<file path="src/tcs_pkg.sv">
// shared types and character constants for the template code segmenter
package tcs_pkg;

    // character classes kept in the history line
    typedef enum logic [3:0] {
        CLS_OTHER = 4'd0,
        CLS_NL    = 4'd1,
        CLS_QUES  = 4'd2,
        CLS_GT    = 4'd3,
        CLS_LT    = 4'd4,
        CLS_EQ    = 4'd5,
        CLS_P     = 4'd6,
        CLS_Y     = 4'd7,
        CLS_T     = 4'd8,
        CLS_H     = 4'd9,
        CLS_O     = 4'd10,
        CLS_N     = 4'd11,
        CLS_TAB   = 4'd12,
        CLS_SP    = 4'd13
    } cls_t;

    // segment kinds on the result channel
    typedef enum logic [1:0] {
        SEG_END    = 2'd0,
        SEG_RAW    = 2'd1,
        SEG_INLINE = 2'd2,
        SEG_BLOCK  = 2'd3
    } seg_kind_t;

    localparam logic [7:0] CH_NL   = 8'h0A;
    localparam logic [7:0] CH_TAB  = 8'h09;
    localparam logic [7:0] CH_SP   = 8'h20;
    localparam logic [7:0] CH_QUES = 8'h3F;
    localparam logic [7:0] CH_GT   = 8'h3E;
    localparam logic [7:0] CH_LT   = 8'h3C;
    localparam logic [7:0] CH_EQ   = 8'h3D;
    localparam logic [7:0] CH_P    = 8'h70;
    localparam logic [7:0] CH_Y    = 8'h79;
    localparam logic [7:0] CH_T    = 8'h74;
    localparam logic [7:0] CH_H    = 8'h68;
    localparam logic [7:0] CH_O    = 8'h6F;
    localparam logic [7:0] CH_N    = 8'h6E;

    localparam int HIST_DEPTH   = 9;
    localparam int MAX_RESULTS  = 3;
    localparam int INLINE_LEN   = 3;   // length of "<?="
    localparam int BLOCK_LEN    = 8;   // length of "<?python"

endpackage

</file>
<file path="src/template_code_segmenter.sv">
// top level of the template code segmenter: opener tracking and result queue
//
// The block takes a template text one character per s_ transaction and cuts
// it into raw-text and embedded-code segments, reported on the m_ side as
// kind plus start and end positions. Inline code opens with "<?=" and must
// close with "?>" on the same line with at least one code character; block
// code opens with "<?python" and a space, tab or newline, with at least one
// more character before "?>". The earliest opener after the last closed
// segment wins. A closing "?>" yields the raw text before the opener (when
// not empty) and then the code segment. The transaction with s_tlast adds
// the raw tail (when not empty) and an end marker, and the block starts
// over for a new text. Positions saturate at 2**POS_BITS-1. Each character
// is classified and all opener and closer checks are done combinationally
// on accept, so one transaction is taken per clock unless the result queue
// holds the input back. Results go through a three-entry queue that drains
// one per cycle while m_tready is high; a new transaction is taken while the
// queue holds at most the one result leaving in that cycle, so a character
// that closes a segment holds off input until only its last result is left.
module template_code_segmenter #(
    parameter int POS_BITS  = 16,
    parameter int CHAR_BITS = 21
) (
    input  logic                                   aclk,
    input  logic                                   aresetn,
    // input: tdata = char_code, tuser = char_present, tlast = is_last
    input  logic                                   s_tvalid,
    output logic                                   s_tready,
    input  logic [((CHAR_BITS + 7) / 8) * 8 - 1:0] s_tdata,  // char_code
    input  logic                                   s_tuser,  // char_present
    input  logic                                   s_tlast,  // is_last
    // result: tdata = seg_start, seg_end; tuser = seg_type; tlast = last_of_run
    output logic                                   m_tvalid,
    input  logic                                   m_tready,
    output logic [((2 * POS_BITS + 7) / 8) * 8 - 1:0] m_tdata, // seg_start, seg_end
    output logic [1:0]                             m_tuser,  // seg_type
    output logic                                   m_tlast   // last_of_run
);
    import tcs_pkg::*;

    localparam int M_DATA_W = ((2 * POS_BITS + 7) / 8) * 8;
    localparam logic [POS_BITS-1:0] POS_MAX = {POS_BITS{1'b1}};

    // tracking state
    logic [POS_BITS-1:0] pos_reg, pos_next;
    logic [POS_BITS-1:0] seg_begin_reg, seg_begin_next;
    cls_t                hist_reg [HIST_DEPTH];
    cls_t                hist_next [HIST_DEPTH];
    logic [POS_BITS-1:0] bpos_reg, bpos_next;
    logic                bvalid_reg, bvalid_next;
    logic [POS_BITS-1:0] ipos_reg, ipos_next;
    logic                ivalid_reg, ivalid_next;

    // result queue, slot 0 is the head
    seg_kind_t           q_kind_reg [MAX_RESULTS];
    logic [POS_BITS-1:0] q_start_reg [MAX_RESULTS];
    logic [POS_BITS-1:0] q_end_reg [MAX_RESULTS];
    logic                q_last_reg [MAX_RESULTS];
    logic [1:0]          q_count_reg;

    // new results from the accepted transaction
    seg_kind_t           n_kind [MAX_RESULTS];
    logic [POS_BITS-1:0] n_start [MAX_RESULTS];
    logic [POS_BITS-1:0] n_end [MAX_RESULTS];
    logic                n_last [MAX_RESULTS];
    logic [1:0]          n_count;

    logic                s_accept, m_pop;
    logic [CHAR_BITS-1:0] chr;
    cls_t                cls;
    logic [POS_BITS:0]   cur_w, sb_w;
    logic                inl_hit, blk_hit, close_hit, iq, bq, use_inline;
    logic [POS_BITS-1:0] opener, code_start, code_stop;
    logic                ivalid_nl;
    logic [POS_BITS-1:0] sb_after, pos_after;

    // candidate results in emission order: raw before code, code, tail, end
    logic                c_en [4];
    seg_kind_t           c_kind [4];
    logic [POS_BITS-1:0] c_start [4];
    logic [POS_BITS-1:0] c_end [4];
    logic [2:0]          c_n;

    assign s_accept = s_tvalid && s_tready;
    assign m_pop    = m_tvalid && m_tready;
    assign s_tready = (q_count_reg == 2'd0) || (q_count_reg == 2'd1 && m_tready);

    assign m_tvalid = (q_count_reg != 2'd0);
    assign m_tuser  = q_kind_reg[0];
    assign m_tlast  = q_last_reg[0];
    assign m_tdata  = M_DATA_W'({q_end_reg[0], q_start_reg[0]});

    assign chr = s_tdata[CHAR_BITS-1:0];

    // character classification
    always_comb begin
        if (chr == CHAR_BITS'(CH_NL))        cls = CLS_NL;
        else if (chr == CHAR_BITS'(CH_QUES)) cls = CLS_QUES;
        else if (chr == CHAR_BITS'(CH_GT))   cls = CLS_GT;
        else if (chr == CHAR_BITS'(CH_LT))   cls = CLS_LT;
        else if (chr == CHAR_BITS'(CH_EQ))   cls = CLS_EQ;
        else if (chr == CHAR_BITS'(CH_P))    cls = CLS_P;
        else if (chr == CHAR_BITS'(CH_Y))    cls = CLS_Y;
        else if (chr == CHAR_BITS'(CH_T))    cls = CLS_T;
        else if (chr == CHAR_BITS'(CH_H))    cls = CLS_H;
        else if (chr == CHAR_BITS'(CH_O))    cls = CLS_O;
        else if (chr == CHAR_BITS'(CH_N))    cls = CLS_N;
        else if (chr == CHAR_BITS'(CH_TAB))  cls = CLS_TAB;
        else if (chr == CHAR_BITS'(CH_SP))   cls = CLS_SP;
        else                                 cls = CLS_OTHER;
    end

    assign cur_w = {1'b0, pos_reg};
    assign sb_w  = {1'b0, seg_begin_reg};

    // opener and closer detection; hist_reg[k] is the character k+1 back
    assign inl_hit = (cls == CLS_EQ) && (hist_reg[0] == CLS_QUES)
                     && (hist_reg[1] == CLS_LT)
                     && (cur_w >= sb_w + (POS_BITS+1)'(INLINE_LEN - 1));
    assign blk_hit = (cls == CLS_SP || cls == CLS_NL || cls == CLS_TAB)
                     && (hist_reg[0] == CLS_N) && (hist_reg[1] == CLS_O)
                     && (hist_reg[2] == CLS_H) && (hist_reg[3] == CLS_T)
                     && (hist_reg[4] == CLS_Y) && (hist_reg[5] == CLS_P)
                     && (hist_reg[6] == CLS_QUES) && (hist_reg[7] == CLS_LT)
                     && (cur_w >= sb_w + (POS_BITS+1)'(BLOCK_LEN));
    assign close_hit = (cls == CLS_GT) && (hist_reg[0] == CLS_QUES)
                       && (cur_w >= sb_w + (POS_BITS+1)'(1));

    assign ivalid_nl = ivalid_reg && (cls != CLS_NL);

    // opener qualifies when at least one code character sits before "?" (for a block opener, beyond its blank)
    assign iq = ivalid_reg && ({1'b0, ipos_reg} + (POS_BITS+1)'(INLINE_LEN + 2) <= cur_w);
    assign bq = bvalid_reg && ({1'b0, bpos_reg} + (POS_BITS+1)'(BLOCK_LEN + 3) <= cur_w);
    assign use_inline = iq && (!bq || ipos_reg < bpos_reg);
    assign opener     = use_inline ? ipos_reg : bpos_reg;
    assign code_start = use_inline ? opener + POS_BITS'(INLINE_LEN)
                                   : opener + POS_BITS'(BLOCK_LEN);
    assign code_stop  = pos_reg - POS_BITS'(1);

    // state after the character, before end-of-text handling
    always_comb begin
        sb_after    = seg_begin_reg;
        pos_after   = pos_reg;
        ipos_next   = ipos_reg;
        ivalid_next = ivalid_reg;
        bpos_next   = bpos_reg;
        bvalid_next = bvalid_reg;
        for (int k = 0; k < HIST_DEPTH; k++) begin
            hist_next[k] = hist_reg[k];
        end
        c_en[0] = 1'b0;
        c_en[1] = 1'b0;
        if (s_tuser) begin
            hist_next[0] = cls;
            for (int k = 1; k < HIST_DEPTH; k++) begin
                hist_next[k] = hist_reg[k-1];
            end
            ivalid_next = ivalid_nl;
            if (inl_hit && !ivalid_nl) begin
                ipos_next   = pos_reg - POS_BITS'(INLINE_LEN - 1);
                ivalid_next = 1'b1;
            end
            if (blk_hit && !bvalid_reg) begin
                bpos_next   = pos_reg - POS_BITS'(BLOCK_LEN);
                bvalid_next = 1'b1;
            end
            if (close_hit && (iq || bq)) begin
                c_en[0]     = (seg_begin_reg < opener);
                c_en[1]     = 1'b1;
                sb_after    = (pos_reg != POS_MAX) ? pos_reg + POS_BITS'(1) : POS_MAX;
                ivalid_next = 1'b0;
                bvalid_next = 1'b0;
            end
            if (pos_reg != POS_MAX) begin
                pos_after = pos_reg + POS_BITS'(1);
            end
        end
        // tail and end marker on the last transaction
        c_en[2]        = s_tlast && (sb_after < pos_after);
        c_en[3]        = s_tlast;
        seg_begin_next = sb_after;
        pos_next       = pos_after;
        // end of text: back to the reset state
        if (s_tlast) begin
            seg_begin_next = '0;
            pos_next       = '0;
            ipos_next      = '0;
            ivalid_next    = 1'b0;
            bpos_next      = '0;
            bvalid_next    = 1'b0;
            for (int k = 0; k < HIST_DEPTH; k++) begin
                hist_next[k] = CLS_OTHER;
            end
        end
    end

    // candidate list
    always_comb begin
        c_kind[0]  = SEG_RAW;
        c_start[0] = seg_begin_reg;
        c_end[0]   = opener;
        c_kind[1]  = use_inline ? SEG_INLINE : SEG_BLOCK;
        c_start[1] = code_start;
        c_end[1]   = code_stop;
        c_kind[2]  = SEG_RAW;
        c_start[2] = sb_after;
        c_end[2]   = pos_after;
        c_kind[3]  = SEG_END;
        c_start[3] = '0;
        c_end[3]   = '0;
    end

    // pack enabled candidates into consecutive slots (at most three are set)
    always_comb begin
        c_n = 3'd0;
        for (int i = 0; i < MAX_RESULTS; i++) begin
            n_kind[i]  = SEG_END;
            n_start[i] = '0;
            n_end[i]   = '0;
            n_last[i]  = 1'b0;
        end
        for (int i = 0; i < 4; i++) begin
            if (c_en[i] && c_n < 3'(MAX_RESULTS)) begin
                n_kind[c_n[1:0]]  = c_kind[i];
                n_start[c_n[1:0]] = c_start[i];
                n_end[c_n[1:0]]   = c_end[i];
                c_n = c_n + 3'd1;
            end
        end
        n_count = c_n[1:0];
        for (int i = 0; i < MAX_RESULTS; i++) begin
            n_last[i] = (3'(i) + 3'd1 == c_n);
        end
    end

    // tracking registers
    always_ff @(posedge aclk) begin
        if (!aresetn) begin
            pos_reg       <= '0;
            seg_begin_reg <= '0;
            bpos_reg      <= '0;
            bvalid_reg    <= 1'b0;
            ipos_reg      <= '0;
            ivalid_reg    <= 1'b0;
            for (int k = 0; k < HIST_DEPTH; k++) begin
                hist_reg[k] <= CLS_OTHER;
            end
        end else if (s_accept) begin
            pos_reg       <= pos_next;
            seg_begin_reg <= seg_begin_next;
            bpos_reg      <= bpos_next;
            bvalid_reg    <= bvalid_next;
            ipos_reg      <= ipos_next;
            ivalid_reg    <= ivalid_next;
            for (int k = 0; k < HIST_DEPTH; k++) begin
                hist_reg[k] <= hist_next[k];
            end
        end
    end

    // result queue count
    always_ff @(posedge aclk) begin
        if (!aresetn) begin
            q_count_reg <= 2'd0;
        end else if (s_accept) begin
            q_count_reg <= n_count;
        end else if (m_pop) begin
            q_count_reg <= q_count_reg - 2'd1;
        end
    end

    // result queue payload: load on accept, shift toward the head on pop
    always_ff @(posedge aclk) begin
        if (s_accept) begin
            for (int i = 0; i < MAX_RESULTS; i++) begin
                q_kind_reg[i]  <= n_kind[i];
                q_start_reg[i] <= n_start[i];
                q_end_reg[i]   <= n_end[i];
                q_last_reg[i]  <= n_last[i];
            end
        end else if (m_pop) begin
            for (int i = 0; i < MAX_RESULTS - 1; i++) begin
                q_kind_reg[i]  <= q_kind_reg[i+1];
                q_start_reg[i] <= q_start_reg[i+1];
                q_end_reg[i]   <= q_end_reg[i+1];
                q_last_reg[i]  <= q_last_reg[i+1];
            end
        end
    end

endmodule

</file>
<file path="config.mk">
export PLATFORM = sky130hd
export DESIGN_NAME = template_code_segmenter
export DESIGN_NICKNAME = d
export VERILOG_FILES = /design/src/tcs_pkg.sv /design/src/template_code_segmenter.sv
export SDC_FILE = /design/constraint.sdc
export NUM_CORES = 1
export LEC_CHECK = 0
export BUFFER_PORTS_ARGS = -buffer_cell sky130_fd_sc_hd__buf_2
export CAP_MARGIN = 20
export CORE_UTILIZATION = 48
export DETAILED_ROUTE_END_ITERATION = 12
export MAX_ROUTING_LAYER = met4
export PLACE_DENSITY_LB_ADDON = 0.05
export SLEW_MARGIN = 20
export SYNTH_ARGS = -nofsm -noshare
export SYNTH_HDL_FRONTEND = slang
export SYNTH_SLANG_ARGS = --single-unit
export TNS_END_PERCENT = 10
</file>
<file path="constraint.sdc">
create_clock -name aclk -period 14.1 [get_ports aclk]
set_clock_uncertainty 0.2 [all_clocks]
set_input_delay 2.115 -clock aclk [delete_from_list [all_inputs] [get_ports aclk]]
set_output_delay 2.115 -clock aclk [all_outputs]
set_load 0.02 [all_outputs]
</file>
==> impl_metrics.py, run 1 <==
metrics = {
    "status": {
        "status": "complete, no violations",
    },
    "power": {
        "p_leak_uw": 0.00661,
        "ir_drop_mv": 0.0778,
        "p_per_area_nw_per_um2": 99.7,
    },
    "critical_path": {
        "rr_worst_depth": 41,
        "cp_slowest_stage_delay_ns": 0.83,
        "critPathRequiredTime_ns": 14.28,
        "crit_slowest_cell": "nand4_1",
        "path_common_cell": "ha_1",
        "critical_path_class": "flip-flop to flip-flop",
        "worstPathMaxFanout": 23,
        "worstSetupStartpointType": "flip-flop",
        "rrSetupSlack_ns": 1.87,
        "critPathBufInv": 6,
        "crit_arrival_ns": 12.41,
        "cp-end-kind": "flip-flop",
        "cpLargestDelayFamily": "compound AO/OA/AOI/OAI gates",
        "timing.rr.start": "bpos_reg[0]$_SDFFE_PN0P_",
        "r2r-end": "q_end_reg[0][31]$_DFFE_PP_",
    },
    "place": {
        "dp_hpwl_um": 38000,
        "gp_congestion": 0.965,
        "dpl_cell_area_um2": 16100,
        "numPortBuffers": 63,
    },
    "yosys": {
        "syn_avg_cell_area_um2": 8.85,
        "syn_inst": 1768,
        "synthArstFlopShare_pct": 0,
        "synth_area_leaders": "edfxtp_1 26%, ha_1 12%, dfxtp_1 8.7%",
        "syn_nets": 1946,
        "seq_area_frac_synth_pct": 34.8,
        "ys.flop_type": "edfxtp_1",
        "yosysUniqueCellTypes": 85,
        "netlist_area_um2": 15700,
        "synth_edf_count": 136,
        "ys_seq_elements": 204,
        "yosysTopAreaCellShare_pct": 26.1,
        "yosysWarningCount": 0,
        "synth_top_area_cell": "edfxtp_1",
    },
    "timing": {
        "whs_ns": 0.261,
        "rsz0062_at_grt": "no",
        "max_freq_mhz": 81.8,
        "tightest_slew_ns": 1.04,
        "maxSlewViolCount": 0,
        "tns_ns": 0,
        "hold_viol": 0,
        "setup_viol": 0,
        "relSlewSlack_pct": 30.1,
        "period_share_pct": 86.7,
        "post-route-min-period_ns": 12.23,
    },
    "cts": {
        "clk_path_buf_depth": 3,
        "hold_buffers": 0,
        "postCtsSetupBuffers": 0,
        "clkLatencyLatePin_ns": 0.55,
        "cts_tree": "yes",
        "htree_levels": 1,
        "cts_made_buffers": 25,
        "cts_resized": 0,
        "cts_sinks": 204,
        "clk_pin_slew_ns": 0.06,
        "ctsRootBufferMaster": "clkbuf_16",
    },
    "grt": {
        "grt_pass1_vias": 12559,
        "grt_max_degree": 72,
        "globalRouteOverflowTotal": 0,
        "grt_pass1_wl_um": 78300,
        "antenna_found_initial": 0,
        "grt_usage_pct": 32.0,
    },
    "worst_hold_path": {
        "hold_depth": 2,
        "min_from": "bpos_reg[13]$_SDFFE_PN0P_",
        "min_to": "bpos_reg[13]$_SDFFE_PN0P_",
        "hold_class": "flip-flop to flip-flop",
    },
    "cells_and_area": {
        "fin_nets": 1930,
        "final_cell_area_um2": 16900,
        "layout-drive-gt1-share_pct": 10.7,
        "syn2layout_area_growth_pct": 7.87,
        "diodes": 0,
    },
    "detailed_routing": {
        "routed_wl_um": 51400,
        "wl_per_cell_um": 23.3,
        "viasPerCell": 6.06,
        "vias": 13367,
        "drc": 0,
        "drt-initial-drc-count": 1385,
        "drt_pass1_iterations": 7,
        "ant_nets": 0,
    },
    "floorplan": {
        "die_h_um": 183,
        "initial_core_util_pct": 49.2,
        "die_w_um": 183,
        "die-area_um2": 33300,
        "io_pins": 67,
        "rows": 65,
        "core_area_um2": 31800,
    },
    "job": {
        "cap_violations": 0,
    },
}
-- cell type report --
type / instances / area [um^2]
clock buffers: 35 / 713
clock inverters: 11 / 77.6
fillers: 2990 / 14900
inverters: 74 / 278
multi-input cells: 1349 / 9250
flip-flops and latches: 204 / 5450
well taps: 435 / 544
repair buffers: 98 / 578
-- worst max-delay path by stage --
stage	start	to	slack (ns)	cells after the start
after floorplan	bpos_reg[0]$_SDFFE_PN0P_	q_start_reg[0][10]$_DFFE_PP_	4.33	42
after global placement	bpos_reg[0]$_SDFFE_PN0P_	q_end_reg[0][19]$_DFFE_PP_	2.08	41
after detailed placement	bpos_reg[0]$_SDFFE_PN0P_	q_end_reg[0][16]$_DFFE_PP_	1.97	41
after CTS	bpos_reg[0]$_SDFFE_PN0P_	q_end_reg[0][19]$_DFFE_PP_	1.91	41
after global routing	bpos_reg[0]$_SDFFE_PN0P_	q_end_reg[0][19]$_DFFE_PP_	0.93	41
final	bpos_reg[0]$_SDFFE_PN0P_	q_end_reg[0][31]$_DFFE_PP_	1.87	41
-- stage by stage --
stage	util [%]	std cells	power, uW	setup slack [ns]
floorplan	-	1768	1000	4.33
global placement	50.6	2160	1060	2.08
detailed placement	50.6	2160	1060	1.97
CTS	53.1	2206	1690	1.91
global route	53.1	2206	1740	0.929
finish	53.1	2206	1680	1.87
-- routing by layer --
metal | routed length, um | GRT usage (%) | vias up
met5 | 0 | - | -
met4 | 1570 | 10.1 | 0
met3 | 4210 | 4.77 | 88
met2 | 22200 | 47.5 | 537
met1 | 23400 | 44.7 | 6382
li1 | - | - | 6360
-- worst register-to-register path, delay by kind of cell (launching register included) --
kind	cells	cell delay (ns)
adders and majority gates	5	1.52
buffers and inverters	6	1.40
xor gates and xnor gates	2	0.43
and+or+nand+nor	10	2.94
DFF	1	0.55
AOI/OAI and AO/OA	18	5.04
-- layout by cell type (no fill, tap or decap), types with 64 or more instances in the layout --
master    instances
inv_1            64
dfxtp_1          68
nor3_1           67
o21ai_0         104
nand2_1         171
a21oi_1          71
edfxtp_1        136
ha_1            148
xnor2_1         108
nor2_1          173
-- synthesized netlist by cell type (10+ instances only) --
cell / number
nor2b_1: 16
o21a_1: 13
a211oi_1: 10
nor3_1: 68
o21ai_0: 104
ha_1: 148
mux2_2: 10
a21oi_1: 71
nor2_1: 174
o221ai_1: 11
mux2i_1: 17
nor4_1: 10
a21o_1: 21
edfxtp_1: 136
clkbuf_1: 87
a221o_1: 18
o2bb2ai_1: 23
nand4_1: 36
xor2_1: 33
and2_1: 36
a221oi_1: 16
inv_1: 65
buf_2: 11
o221ai_2: 10
and3_1: 22
xnor2_1: 108
nand3_1: 63
nand2_1: 171
dfxtp_1: 68
buf_4: 38
-- cell families (layout without fill, tap and decap cells) --
| family | count (synthesis) | after routing | share of synthesized area (%) |
|---|---|---|---|
| muxes | 27 | 27 | 1.81 |
| AOI/OAI and AO/OA | 380 | 380 | 17.2 |
| adders and majority gates | 148 | 148 | 11.8 |
| DFF | 204 | 204 | 34.8 |
| and+or+nand+nor | 653 | 653 | 20.3 |
| buffers and inverters | 215 | 218 | 6.25 |
| xor gates and xnor gates | 141 | 141 | 7.89 |
-- report_power, final --
group          internal, uW  switching, uW  leakage (uW)
Clock                   355            277      0.000383
Combinational          86.6            199       0.00429
Sequential              742           22.8       0.00194
Total                  1180            499       0.00661
Power figures use the tool's default switching activity.
==> inputs of run 2 (changes only) <==
--- a/config.mk
+++ b/config.mk
@@ -7,7 +7,7 @@
 export LEC_CHECK = 0
 export BUFFER_PORTS_ARGS = -buffer_cell sky130_fd_sc_hd__buf_2
 export CAP_MARGIN = 20
-export CORE_UTILIZATION = 48
+export CORE_UTILIZATION = 52
 export DETAILED_ROUTE_END_ITERATION = 12
 export MAX_ROUTING_LAYER = met4
 export PLACE_DENSITY_LB_ADDON = 0.05
==> impl_metrics.py, run 2 (synthesis results as in run 1) <==
metrics = {
    "cts": {
        "clk_path_buf_depth": 3,
        "clk_pin_slew_ns": 0.06,
        "cts_made_buffers": 25,
        "htree_levels": 1,
        "ctsRootBufferMaster": "clkbuf_16",
        "cts_sinks": 204,
        "clkLatencyLatePin_ns": 0.54,
        "postCtsSetupBuffers": 0,
        "cts_resized": 0,
        "cts_tree": "yes",
        "hold_buffers": 0,
    },
    "critical_path": {
        "r2r-end": "q_end_reg[0][20]$_DFFE_PP_",
        "worstSetupStartpointType": "flip-flop",
        "path_common_cell": "ha_1",
        "rr_worst_depth": 39,
        "critical_path_class": "flip-flop to flip-flop",
        "cp_slowest_stage_delay_ns": 0.81,
        "crit_arrival_ns": 12.71,
        "cp-end-kind": "flip-flop",
        "worstPathMaxFanout": 23,
        "rrSetupSlack_ns": 1.56,
        "crit_slowest_cell": "nand4_1",
        "timing.rr.start": "bpos_reg[0]$_SDFFE_PN0P_",
        "critPathRequiredTime_ns": 14.27,
    },
    "grt": {
        "grt_max_degree": 71,
        "grt_pass1_vias": 12739,
        "grt_usage_pct": 33.5,
        "grt_pass1_wl_um": 76600,
        "globalRouteOverflowTotal": 0,
        "antenna_found_initial": 1,
    },
    "floorplan": {
        "core_area_um2": 29600,
        "die-area_um2": 30800,
        "initial_core_util_pct": 52.8,
        "io_pins": 67,
        "die_h_um": 176,
        "die_w_um": 176,
        "rows": 63,
    },
    "timing": {
        "relSlewSlack_pct": 23.0,
        "tightest_slew_ns": 1.15,
        "maxSlewViolCount": 0,
        "tns_ns": 0,
        "max_freq_mhz": 79.8,
        "finalWorstSetupSlack_ns": 1.56,
        "hold_viol": 0,
        "rsz0062_at_grt": "no",
        "post-route-min-period_ns": 12.54,
        "setup_viol": 0,
        "period_share_pct": 88.9,
    },
    "place": {
        "gp_congestion": 1.00,
        "dp_hpwl_um": 37400,
        "pre_cts_slack_ns": 1.64,
        "numPortBuffers": 63,
    },
    "power": {
        "ir_drop_mv": 0.0794,
        "p_leak_uw": 0.00660,
        "p_per_area_nw_per_um2": 100,
    },
    "job": {
        "cap_violations": 0,
    },
    "detailed_routing": {
        "viasPerCell": 6.31,
        "vias": 13627,
        "wl_per_cell_um": 23.2,
        "routed_wl_um": 50100,
        "drt-initial-drc-count": 1455,
        "ant_nets": 0,
        "drt_pass1_iterations": 5,
        "drc": 0,
    },
    "cells_and_area": {
        "layout-drive-gt1-share_pct": 10.3,
        "final_cell_mix": "173 x nor2_1, 171 x nand2_1, 148 x ha_1, 136 x edfxtp_1, 108 x xnor2_1",
        "fin_nets": 1928,
        "layout_commonest_cell": "nor2_1",
        "syn2layout_area_growth_pct": 7.47,
    },
    "status": {
        "status": "complete, no violations",
    },
    "worst_hold_path": {
        "min_to": "bpos_reg[13]$_SDFFE_PN0P_",
        "min_from": "bpos_reg[13]$_SDFFE_PN0P_",
        "hold_depth": 2,
        "hold_class": "flip-flop to flip-flop",
    },
}
## run 2: routing by layer
metal	vias up	wire (um)	GRT usage [%]
li1	6350	-	-
met1	6592	22600	47.5
met2	587	21400	49.0
met3	98	4080	3.92
met4	0	2030	12.6
met5	-	0	-
## run 2: final cells by class
| class | count | area (um^2) |
|---|---|---|
| clock inverters | 13 | 108 |
| clock buffers | 33 | 687 |
| repair buffers | 96 | 563 |
| inverters | 74 | 278 |
| multi-input cells | 1349 | 9250 |
| well taps | 390 | 488 |
| flip-flops and latches | 204 | 5450 |
| fillers | 2775 | 12800 |
| diodes | 1 | 2.50 |
## run 2: worst max-delay path, delay by kind of cell (launching register included)
kind | cells | cell delay [ns]
adders and majority gates | 5 | 1.54
xor gates and xnor gates | 2 | 0.42
DFF | 1 | 0.55
buffers and inverters | 5 | 1.16
AOI/OAI and AO/OA | 17 | 5.45
and+or+nand+nor | 10 | 3.02
## run 2: worst max-delay path by stage
stage	startpoint	to	slack, ns	cells after the start
6_report	bpos_reg[0]$_SDFFE_PN0P_	q_end_reg[0][20]$_DFFE_PP_	1.56	39
5_1_grt	bpos_reg[0]$_SDFFE_PN0P_	q_end_reg[0][16]$_DFFE_PP_	0.76	39
4_1_cts	bpos_reg[0]$_SDFFE_PN0P_	q_end_reg[0][20]$_DFFE_PP_	1.63	39
3_5_place_dp	bpos_reg[0]$_SDFFE_PN0P_	q_end_reg[0][20]$_DFFE_PP_	1.64	39
3_3_place_gp	bpos_reg[0]$_SDFFE_PN0P_	q_end_reg[0][20]$_DFFE_PP_	1.90	39
2_1_floorplan	bpos_reg[0]$_SDFFE_PN0P_	q_start_reg[0][10]$_DFFE_PP_	4.33	42
## run 2: per-stage QoR
| step | util [%] | hold WS, ns | std cells | total power, uW | instance area, um^2 |
|---|---|---|---|---|---|
| after floorplan | - | 0.225 | 1768 | 1000 | 15700 |
| after global placement | 54.1 | 0.238 | 2113 | 1060 | 16000 |
| after detailed placement | 54.1 | 0.248 | 2113 | 1060 | 16000 |
| after CTS | 56.8 | 0.263 | 2159 | 1690 | 16800 |
| after global routing | 56.8 | 0.318 | 2160 | 1750 | 16800 |
| final | 56.8 | 0.258 | 2160 | 1690 | 16800 |
## run 2: power breakdown
group	total, uW	internal, uW	leakage, uW	switching (uW)
Combinational	286	87.7	0.00427	199
Sequential	764	742	0.00194	22.1
Clock	635	363	0.000386	272
Total	1690	1190	0.00660	493
